$ cat config.mk
export PLATFORM = sky130hd
export DESIGN_NAME = pixel_to_bgra8_converter_top_flat
export DESIGN_NICKNAME = d
export VERILOG_FILES = /design/src/rtl/p2b_pkg.sv /design/src/rtl/p2b_if.sv /design/src/rtl/pixel_to_bgra8_converter_top.sv /design/src/rtl/p2b_lane.sv /design/src/rtl/p2b_merge.sv /design/src/flat_wrapper.sv
export SDC_FILE = /design/constraint.sdc
export NUM_CORES = 2
export LEC_CHECK = 0
export BUFFER_PORTS_ARGS = -buffer_cell sky130_fd_sc_hd__buf_4
export CORE_UTILIZATION = 56
export DETAILED_ROUTE_END_ITERATION = 7
export PLACE_DENSITY = 0.73
export SLEW_MARGIN = 10
export SYNTH_ARGS = -nofsm -noshare
export SYNTH_HDL_FRONTEND = slang
export SYNTH_SLANG_ARGS = --single-unit
$ cat constraint.sdc
create_clock -name clk -period 11.4 [get_ports clk]
set_input_delay 2.28 -clock clk [delete_from_list [all_inputs] [get_ports clk]]
set_output_delay 2.28 -clock clk [all_outputs]
set_load 0.01 [all_outputs]
$ cat src/rtl/p2b_pkg.sv
// Package for the pixel to BGRA8 converter: source format codes, pipeline
// sizes and the sRGB threshold table built at elaboration.
// No dependencies.
package p2b_pkg;

  // Source format register codes
  typedef enum logic [1:0] {
    FMT_BGRA8 = 2'd0,
    FMT_RGBA8 = 2'd1,
    FMT_FP16  = 2'd2
  } fmt_t;

  localparam int CodeBits   = 8;               // one search step per code bit
  localparam int NumStages  = CodeBits + 1;    // entry stage plus search stages
  localparam int NumCodes   = 255;
  localparam int MagBits    = 15;
  localparam logic [MagBits-1:0] MagOne = 15'h3C00;  // half code of 1.0
  localparam logic [7:0] AlphaOpaque = 8'hFF;

  typedef logic [NumCodes-1:0][MagBits-1:0] thr_tab_t;
  typedef logic [NumStages-1:0] stage_vec_t;

  // True when the exact sRGB code of positive finite half h (below 1.0)
  // is greater than k. Linear segment compares against the rounded scale,
  // power segment uses the exact integer test of the 1/2.4 power curve.
  function automatic logic code_above(input logic [MagBits-1:0] h, input int k);
    logic [4:0]   expo;
    logic [63:0]  v;
    logic [63:0]  lin_lhs;
    logic [63:0]  lin_rhs;
    logic [319:0] lhs;
    logic [319:0] rhs;
    logic [319:0] base;
    expo = h[14:10];
    if (expo == 5'd0) v = {54'd0, h[9:0]};
    else v = ({53'd0, 1'b1, h[9:0]}) << (expo - 5'd1);
    if (v * 64'd10000000 <= (64'd31308 << 24)) begin
      lin_lhs = v * 64'd32946 + (64'd5 << 24);
      lin_rhs = (64'(k) + 64'd1) * (64'd10 << 24);
      return lin_lhs >= lin_rhs;
    end
    lhs = 320'd1;
    for (int i = 0; i < 5; i++) lhs = lhs * {256'd0, v};
    for (int i = 0; i < 12; i++) lhs = lhs * 320'd10761;
    base = 320'(40 * k + 581);
    rhs = 320'd1;
    for (int i = 0; i < 12; i++) rhs = rhs * base;
    rhs = rhs << 120;
    return lhs >= rhs;
  endfunction

  // Smallest half magnitude whose code exceeds k, or 1.0 if none below it
  function automatic logic [MagBits-1:0] thr_find(input int k);
    int lo;
    int hi;
    int mid;
    lo = 1;
    hi = int'(MagOne);
    while (lo < hi) begin
      mid = (lo + hi) >> 1;
      if (code_above(MagBits'(mid), k)) hi = mid;
      else lo = mid + 1;
    end
    return MagBits'(lo);
  endfunction

  function automatic thr_tab_t thr_build();
    thr_tab_t t;
    for (int k = 0; k < NumCodes; k++) t[k] = thr_find(k);
    return t;
  endfunction

  // Ascending thresholds: code = number of entries at or below the magnitude
  localparam thr_tab_t SrgbThr = thr_build();

endpackage

$ cat src/rtl/p2b_if.sv
// Stream interfaces of the pixel to BGRA8 converter: input pixel channel
// and output BGRA8 channel, valid/ready handshake. No dependencies.
interface p2b_in_if;
  logic        valid;
  logic        ready;
  logic [15:0] first_channel;
  logic [15:0] second_channel;
  logic [15:0] third_channel;
  logic        frame_end_in;

  modport source (output valid, first_channel, second_channel, third_channel,
                  frame_end_in, input ready);
  modport sink (input valid, first_channel, second_channel, third_channel,
                frame_end_in, output ready);
endinterface

interface p2b_out_if;
  logic       valid;
  logic       ready;
  logic [7:0] blue;
  logic [7:0] green;
  logic [7:0] red;
  logic [7:0] alpha;
  logic       frame_end_out;

  modport source (output valid, blue, green, red, alpha, frame_end_out,
                  input ready);
  modport sink (input valid, blue, green, red, alpha, frame_end_out,
                output ready);
endinterface

$ cat src/rtl/pixel_to_bgra8_converter_top.sv
// Top level of the pixel to BGRA8 converter: three channel lanes, the
// valid pipeline, the format register and the merge stage.
// Depends on p2b_pkg, p2b_if, p2b_lane and p2b_merge.

// Converts one pixel per item to opaque BGRA8 at one item per clock unless
// out_px.ready stalls. The cfg_wdata register selects BGRA8 passthrough,
// RGBA8 red/blue swap, or linear FP16 to 8-bit sRGB; write it only while the
// block is empty. Each item passes an entry stage, eight binary search
// stages over a 255-entry threshold table (one code bit per stage, per lane)
// and the output register. The pipeline advances any stage whose successor
// is free, so bubbles close up and the input keeps flowing while a finished
// item waits on out_px.ready, until all stages fill. Alpha is always 255.
module pixel_to_bgra8_converter_top (
  input  logic        clk,
  input  logic        rst_n,
  p2b_in_if.sink      in_px,
  p2b_out_if.source   out_px,
  input  logic        cfg_we,
  input  logic [1:0]  cfg_wdata
);

  localparam int NS = p2b_pkg::NumStages;

  p2b_pkg::fmt_t       fmt_r;
  p2b_pkg::stage_vec_t v_r;
  p2b_pkg::stage_vec_t fe_r;
  p2b_pkg::stage_vec_t free;
  logic                merge_free;
  logic [7:0]          code [0:2];
  logic [7:0]          lo_b [0:2];

  // Format register
  always_ff @(posedge clk) begin
    if (!rst_n) begin
      fmt_r <= p2b_pkg::FMT_BGRA8;
    end else if (cfg_we) begin
      fmt_r <= p2b_pkg::fmt_t'(cfg_wdata);
    end
  end

  // A stage can load when empty or when its item moves on
  assign free[NS-1] = !v_r[NS-1] || merge_free;
  for (genvar s = 0; s < NS - 1; s++) begin : g_free
    assign free[s] = !v_r[s] || free[s+1];
  end

  assign in_px.ready = free[0];

  // Valid and frame-end pipeline
  always_ff @(posedge clk) begin
    if (!rst_n) begin
      v_r[0] <= 1'b0;
    end else if (free[0]) begin
      v_r[0] <= in_px.valid;
    end
  end

  always_ff @(posedge clk) begin
    if (free[0]) begin
      fe_r[0] <= in_px.frame_end_in;
    end
  end

  for (genvar s = 1; s < NS; s++) begin : g_ctl
    always_ff @(posedge clk) begin
      if (!rst_n) begin
        v_r[s] <= 1'b0;
      end else if (free[s]) begin
        v_r[s] <= v_r[s-1];
      end
    end

    always_ff @(posedge clk) begin
      if (free[s]) begin
        fe_r[s] <= fe_r[s-1];
      end
    end
  end

  // Channel lanes
  p2b_lane u_lane0 (
    .clk     (clk),
    .h       (in_px.first_channel),
    .ld      (free),
    .code    (code[0]),
    .lo_byte (lo_b[0])
  );

  p2b_lane u_lane1 (
    .clk     (clk),
    .h       (in_px.second_channel),
    .ld      (free),
    .code    (code[1]),
    .lo_byte (lo_b[1])
  );

  p2b_lane u_lane2 (
    .clk     (clk),
    .h       (in_px.third_channel),
    .ld      (free),
    .code    (code[2]),
    .lo_byte (lo_b[2])
  );

  // Merge and output register
  p2b_merge u_merge (
    .clk           (clk),
    .rst_n         (rst_n),
    .stg_valid     (v_r[NS-1]),
    .stg_frame_end (fe_r[NS-1]),
    .fmt           (fmt_r),
    .code0         (code[0]),
    .code1         (code[1]),
    .code2         (code[2]),
    .byte0         (lo_b[0]),
    .byte1         (lo_b[1]),
    .byte2         (lo_b[2]),
    .free          (merge_free),
    .out_px        (out_px)
  );

endmodule

$ cat src/rtl/p2b_lane.sv
// One channel lane: FP16 to sRGB8 code by a pipelined binary search over
// the threshold table, plus the raw low byte for the 8-bit formats.
// Depends on p2b_pkg.
module p2b_lane (
  input  logic                    clk,
  input  logic [15:0]             h,
  input  p2b_pkg::stage_vec_t     ld,
  output logic [7:0]              code,
  output logic [7:0]              lo_byte
);

  logic [p2b_pkg::MagBits-1:0] mag_r  [0:p2b_pkg::NumStages-1];
  logic [7:0]                  byte_r [0:p2b_pkg::NumStages-1];
  logic [7:0]                  code_r [0:p2b_pkg::NumStages-1];
  logic                        nan;
  logic [p2b_pkg::MagBits-1:0] mag_in;

  // Negative values and NaN search as zero and land on code 0
  assign nan    = (&h[14:10]) && (|h[9:0]);
  assign mag_in = (h[15] || nan) ? '0 : h[14:0];

  // Entry stage
  always_ff @(posedge clk) begin
    if (ld[0]) begin
      mag_r[0]  <= mag_in;
      byte_r[0] <= h[7:0];
      code_r[0] <= '0;
    end
  end

  // Search stages, most significant code bit first
  for (genvar s = 1; s < p2b_pkg::NumStages; s++) begin : g_step
    logic [7:0] cand;
    logic       take;
    assign cand = code_r[s-1] | (8'd1 << (p2b_pkg::CodeBits - s));
    assign take = p2b_pkg::SrgbThr[cand - 8'd1] <= mag_r[s-1];

    always_ff @(posedge clk) begin
      if (ld[s]) begin
        mag_r[s]  <= mag_r[s-1];
        byte_r[s] <= byte_r[s-1];
        code_r[s] <= take ? cand : code_r[s-1];
      end
    end
  end

  assign code    = code_r[p2b_pkg::NumStages-1];
  assign lo_byte = byte_r[p2b_pkg::NumStages-1];

endmodule

$ cat src/rtl/p2b_merge.sv
// Merge stage: picks lane codes or raw bytes by source format into the
// BGRA8 output register. Depends on p2b_pkg and p2b_if.
module p2b_merge (
  input  logic              clk,
  input  logic              rst_n,
  input  logic              stg_valid,
  input  logic              stg_frame_end,
  input  p2b_pkg::fmt_t     fmt,
  input  logic [7:0]        code0,
  input  logic [7:0]        code1,
  input  logic [7:0]        code2,
  input  logic [7:0]        byte0,
  input  logic [7:0]        byte1,
  input  logic [7:0]        byte2,
  output logic              free,
  p2b_out_if.source         out_px
);

  logic       valid_r;
  logic [7:0] blue_r, green_r, red_r;
  logic [7:0] blue_nxt, green_nxt, red_nxt;
  logic       fe_r;

  assign free = !valid_r || out_px.ready;

  // Channel selection
  always_comb begin
    unique case (fmt)
      p2b_pkg::FMT_RGBA8: begin
        blue_nxt  = byte2;
        green_nxt = byte1;
        red_nxt   = byte0;
      end
      p2b_pkg::FMT_FP16: begin
        blue_nxt  = code2;
        green_nxt = code1;
        red_nxt   = code0;
      end
      default: begin
        blue_nxt  = byte0;
        green_nxt = byte1;
        red_nxt   = byte2;
      end
    endcase
  end

  always_ff @(posedge clk) begin
    if (!rst_n) begin
      valid_r <= 1'b0;
    end else if (free) begin
      valid_r <= stg_valid;
    end
  end

  always_ff @(posedge clk) begin
    if (free) begin
      blue_r  <= blue_nxt;
      green_r <= green_nxt;
      red_r   <= red_nxt;
      fe_r    <= stg_frame_end;
    end
  end

  assign out_px.valid         = valid_r;
  assign out_px.blue          = blue_r;
  assign out_px.green         = green_r;
  assign out_px.red           = red_r;
  assign out_px.alpha         = p2b_pkg::AlphaOpaque;
  assign out_px.frame_end_out = fe_r;

endmodule
$ cat src/flat_wrapper.sv
// flat-port wrapper written by rule: the top's interface ports become plain ports
module pixel_to_bgra8_converter_top_flat 
  (clk, rst_n, cfg_we, cfg_wdata, in_px_valid, in_px_first_channel, in_px_second_channel, in_px_third_channel, in_px_frame_end_in, in_px_ready, out_px_valid, out_px_blue, out_px_green, out_px_red, out_px_alpha, out_px_frame_end_out, out_px_ready);
  p2b_in_if in_px_i ();
  p2b_out_if out_px_i ();
  input  logic clk;
  input  logic rst_n;
  input  logic cfg_we;
  input  logic [1:0] cfg_wdata;
  input wire logic [$bits(in_px_i.valid)-1:0] in_px_valid;
  input wire logic [$bits(in_px_i.first_channel)-1:0] in_px_first_channel;
  input wire logic [$bits(in_px_i.second_channel)-1:0] in_px_second_channel;
  input wire logic [$bits(in_px_i.third_channel)-1:0] in_px_third_channel;
  input wire logic [$bits(in_px_i.frame_end_in)-1:0] in_px_frame_end_in;
  output wire logic [$bits(in_px_i.ready)-1:0] in_px_ready;
  output wire logic [$bits(out_px_i.valid)-1:0] out_px_valid;
  output wire logic [$bits(out_px_i.blue)-1:0] out_px_blue;
  output wire logic [$bits(out_px_i.green)-1:0] out_px_green;
  output wire logic [$bits(out_px_i.red)-1:0] out_px_red;
  output wire logic [$bits(out_px_i.alpha)-1:0] out_px_alpha;
  output wire logic [$bits(out_px_i.frame_end_out)-1:0] out_px_frame_end_out;
  input wire logic [$bits(out_px_i.ready)-1:0] out_px_ready;
  assign in_px_i.valid = in_px_valid;
  assign in_px_i.first_channel = in_px_first_channel;
  assign in_px_i.second_channel = in_px_second_channel;
  assign in_px_i.third_channel = in_px_third_channel;
  assign in_px_i.frame_end_in = in_px_frame_end_in;
  assign in_px_ready = in_px_i.ready;
  assign out_px_valid = out_px_i.valid;
  assign out_px_blue = out_px_i.blue;
  assign out_px_green = out_px_i.green;
  assign out_px_red = out_px_i.red;
  assign out_px_alpha = out_px_i.alpha;
  assign out_px_frame_end_out = out_px_i.frame_end_out;
  assign out_px_i.ready = out_px_ready;
  pixel_to_bgra8_converter_top u_core (.clk(clk), .rst_n(rst_n), .in_px(in_px_i), .out_px(out_px_i), .cfg_we(cfg_we), .cfg_wdata(cfg_wdata));
endmodule
==> reports/results.ini <==
[cts]
cts-htree-levels = 3
cts_tree = yes
cts_buffer_depth = 3
cts.sink_count = 730
cts_made_buffers = 73
cts_root_buffer = clkbuf_16
cts-hold-fix-buffers = 0
clk_latency_ns = 0.61
path_clk_slew_ns = 0.07
cts_resized = 0
post-cts-setup-buffers = 0

[die]
initial_utilization_pct = 56.9
die_w_um = 281
num_rows = 101
ios = 91
core-area_um2 = 76500
dieArea_um2 = 78800
chipHeight_um = 281

[global_route]
use_met3_pct = 2.98
grt_start_max_net_pins = 104
grt_overflow = 0
met2_usage_pct = 38.0
grt_use_met1_pct = 33.2
grt_pass1_vias = 28762
grt_first_pass_wirelength_um = 151000
antenna_found_initial = 0
grt_busiest_layer = met2
track_usage_pct = 23.8

[timing]
final_hold_viol_count = 0
tns_ns = 0
timing.fmax_mhz = 151
fin_crit_sh_pct = 58.1
skew_ns = 0.0178
rsz0062_at_grt = false
finalCriticalPeriod_ns = 6.63
tightest_slew_ns = 1.11
setup_viol = 0
drv_slew = 0
max_slew_margin_pct = 26.2

[worst_setup_path]
r2r_end = u_core.u_lane2.code_r[0][64]
critPathTopFamily = simple AND/OR/NAND/NOR gates
critPathLaunchType = input pin
r2r.worst_path.cells = 13
worst_path_max_delay_cell = and4b_1
path_cells = buf_4, and4b_1, and4_1, and3_1, nand3_4, buf_4, buf_4
ff2ff_setup_slack_ns = 6.88
required_ns = 9.12
r2r_start = u_core.u_lane2.code_r[0][57]
crit_fanout = 72
critPathCaptureType = primary output
cp.arrival_ns = 4.35
crit_type = input pin to primary output
path_common_cell = buf_4
worstPathBufferInverterCount = 3
slowest_delay_ns = 0.44

[hold_path]
hp-class = flop to flop
min_from = u_core.u_lane0.byte_r[0][4]
hold_path_end = u_core.u_lane0.byte_r[0][12]
holdPathStages = 0

[power_and_ir_drop]
seq_power_share_pct = 38.6
p_comb_share_pct = 34.4
p_int_mw = 5.75
p_leak_nw = 18.5
p_sw_share_pct = 35.1
fin_total_pwr_mw = 8.86
p_switching_mw = 3.11
p_per_area_nw_per_um2 = 189
p_clk_share_pct = 27.0
vdd_drop_max_v = 0.000136

[synthesis]
synth_top_area_share_pct = 49.6
syn_area_per_cell_um2 = 10.6
synth_ff_type = edfxtp_1
ys_ff_latch = 730
yosysTopAreaCell = edfxtp_1
synth_commonest_cells = edfxtp_1 (718), ha_1 (404), inv_1 (362)
postSynthCellCount = 4085
yosysUniqueCellTypes = 91
syn_area_um2 = 43500
ys_seq_area_share_pct = 50.1
synth-edff-count = 718
async_flop_share_pct = 0
synthTopCellsByArea = edfxtp_1 (50%), ha_1 (12%), a21oi_1 (3.3%)
yosysMostFrequentCell = edfxtp_1
yosysWarnings = 0

[final_layout]
nNetsFinal = 4479
final_layout_size_suffix_gt1_share_pct = 7.53
diodes = 0
design_area_um2 = 46900
utilization_pct = 61.4
final_cells = 5109
syn_to_final_growth_pct = 7.83

[placement]
place_hpwl_um = 65600
gp_congestion = 0.969
portBuffers = 82
place_inst = 4974
dpl_cell_area_um2 = 44500

[drt]
first_iter_violations = 3758
route.vias.total = 31396
drc_errors = 2
wl_per_cell_um = 18.6
routed_wl_um = 95100
via_per_inst = 6.15
drt_pass1_iterations = 8
ant_nets = 0

[run_status]
status = finished with violations
violations = DRC

[flow_run]
cap_violations = 0

routing by layer:
layer / wire, µm / part of all wire, %
met1: 41200 / 43
met2: 44000 / 46
met3: 6720 / 7.1
met4: 3210 / 3.4
met5: 0 / 0
flip-flops by register name (all words and copies together) (netlist names), 8 cells and up:
| signal | cells |
|---|---|
| u_core.u_merge.out_px.red | 8 |
| u_core.u_lane0.code_r | 36 |
| u_core.u_lane1.code_r | 36 |
| u_core.u_lane0.mag_r | 120 |
| u_core.u_lane1.byte_r | 72 |
| u_core.u_lane2.code_r | 36 |
| u_core.u_merge.out_px.green | 8 |
| u_core.v_r | 9 |
| u_core.fe_r | 9 |
| u_core.u_merge.out_px.blue | 8 |
| u_core.u_lane2.byte_r | 72 |
| u_core.u_lane1.mag_r | 120 |
| u_core.u_lane0.byte_r | 72 |
| u_core.u_lane2.mag_r | 120 |
worst max-delay path by stage:
stage,start,endpoint,slack (ns),depth (start not counted)
floorplan,out_px_ready,in_px_ready,4.35,4
global placement,out_px_ready,in_px_ready,4.82,7
detailed placement,out_px_ready,in_px_ready,4.78,7
CTS,out_px_ready,in_px_ready,4.77,7
global route,out_px_ready,in_px_ready,4.63,7
finish,out_px_ready,in_px_ready,4.77,7
power by group through the flow:
stage | clock network [mW] | registers, mW | logic, mW
finish | 2.39 | 3.42 | 3.05
floorplan | 0 | 3.33 | 2.35
global placement | 0 | 3.46 | 2.92
global route | 2.54 | 3.44 | 3.38
detailed placement | 0 | 3.47 | 2.95
CTS | 2.44 | 3.41 | 2.98
cell usage in the layout, fill, tap and decap left out, types with 24 or more instances in the layout:
| master | n |
|---|---|
| a211oi_1 | 64 |
| a21o_1 | 49 |
| a21oi_1 | 289 |
| a221oi_1 | 25 |
| a22oi_1 | 27 |
| a311oi_1 | 30 |
| a31oi_1 | 64 |
| and2_1 | 56 |
| buf_4 | 110 |
| clkbuf_16 | 74 |
| edfxtp_1 | 718 |
| ha_1 | 404 |
| inv_1 | 358 |
| mux2i_1 | 34 |
| nand2_1 | 249 |
| nand2b_1 | 85 |
| nand3_1 | 100 |
| nand4_1 | 42 |
| nor2_1 | 240 |
| nor2b_1 | 93 |
| nor3_1 | 74 |
| o211ai_1 | 54 |
| o21a_1 | 24 |
| o21ai_0 | 288 |
| o22ai_1 | 28 |
| o311ai_0 | 27 |
| o31ai_1 | 35 |
layout make-up:
class                      count  area (µm²)
timing repair buffer         110         826
tap                         1030        1290
multi-input combinational   2738       19200
fill                        6062       29500
clock inverter                46         507
clock buffer                  89        1920
sequential                   730       21800
inverter                     366        1380
stage by stage:
stage          setup WS, ns  hold WS [ns]
4_1_cts                4.77         0.409
2_1_floorplan          4.35         0.400
3_3_place_gp           4.82         0.401
5_1_grt                4.63         0.414
3_5_place_dp           4.78         0.405
6_report               4.77         0.412
cell families after synthesis:
group	after synthesis	synth area share (%)
AO/OA/AOI/OAI	1166	17.3
XOR/XNOR	7	0.141
adder cells (fa/ha/maj)	404	11.6
buffers and inverters	624	5.91
flip-flops	730	50.1
multiplexers	72	2.36
other	1	0.00862
AND/OR/NAND/NOR	1081	12.6
No activity file was read; power rests on OpenSTA's default activity.
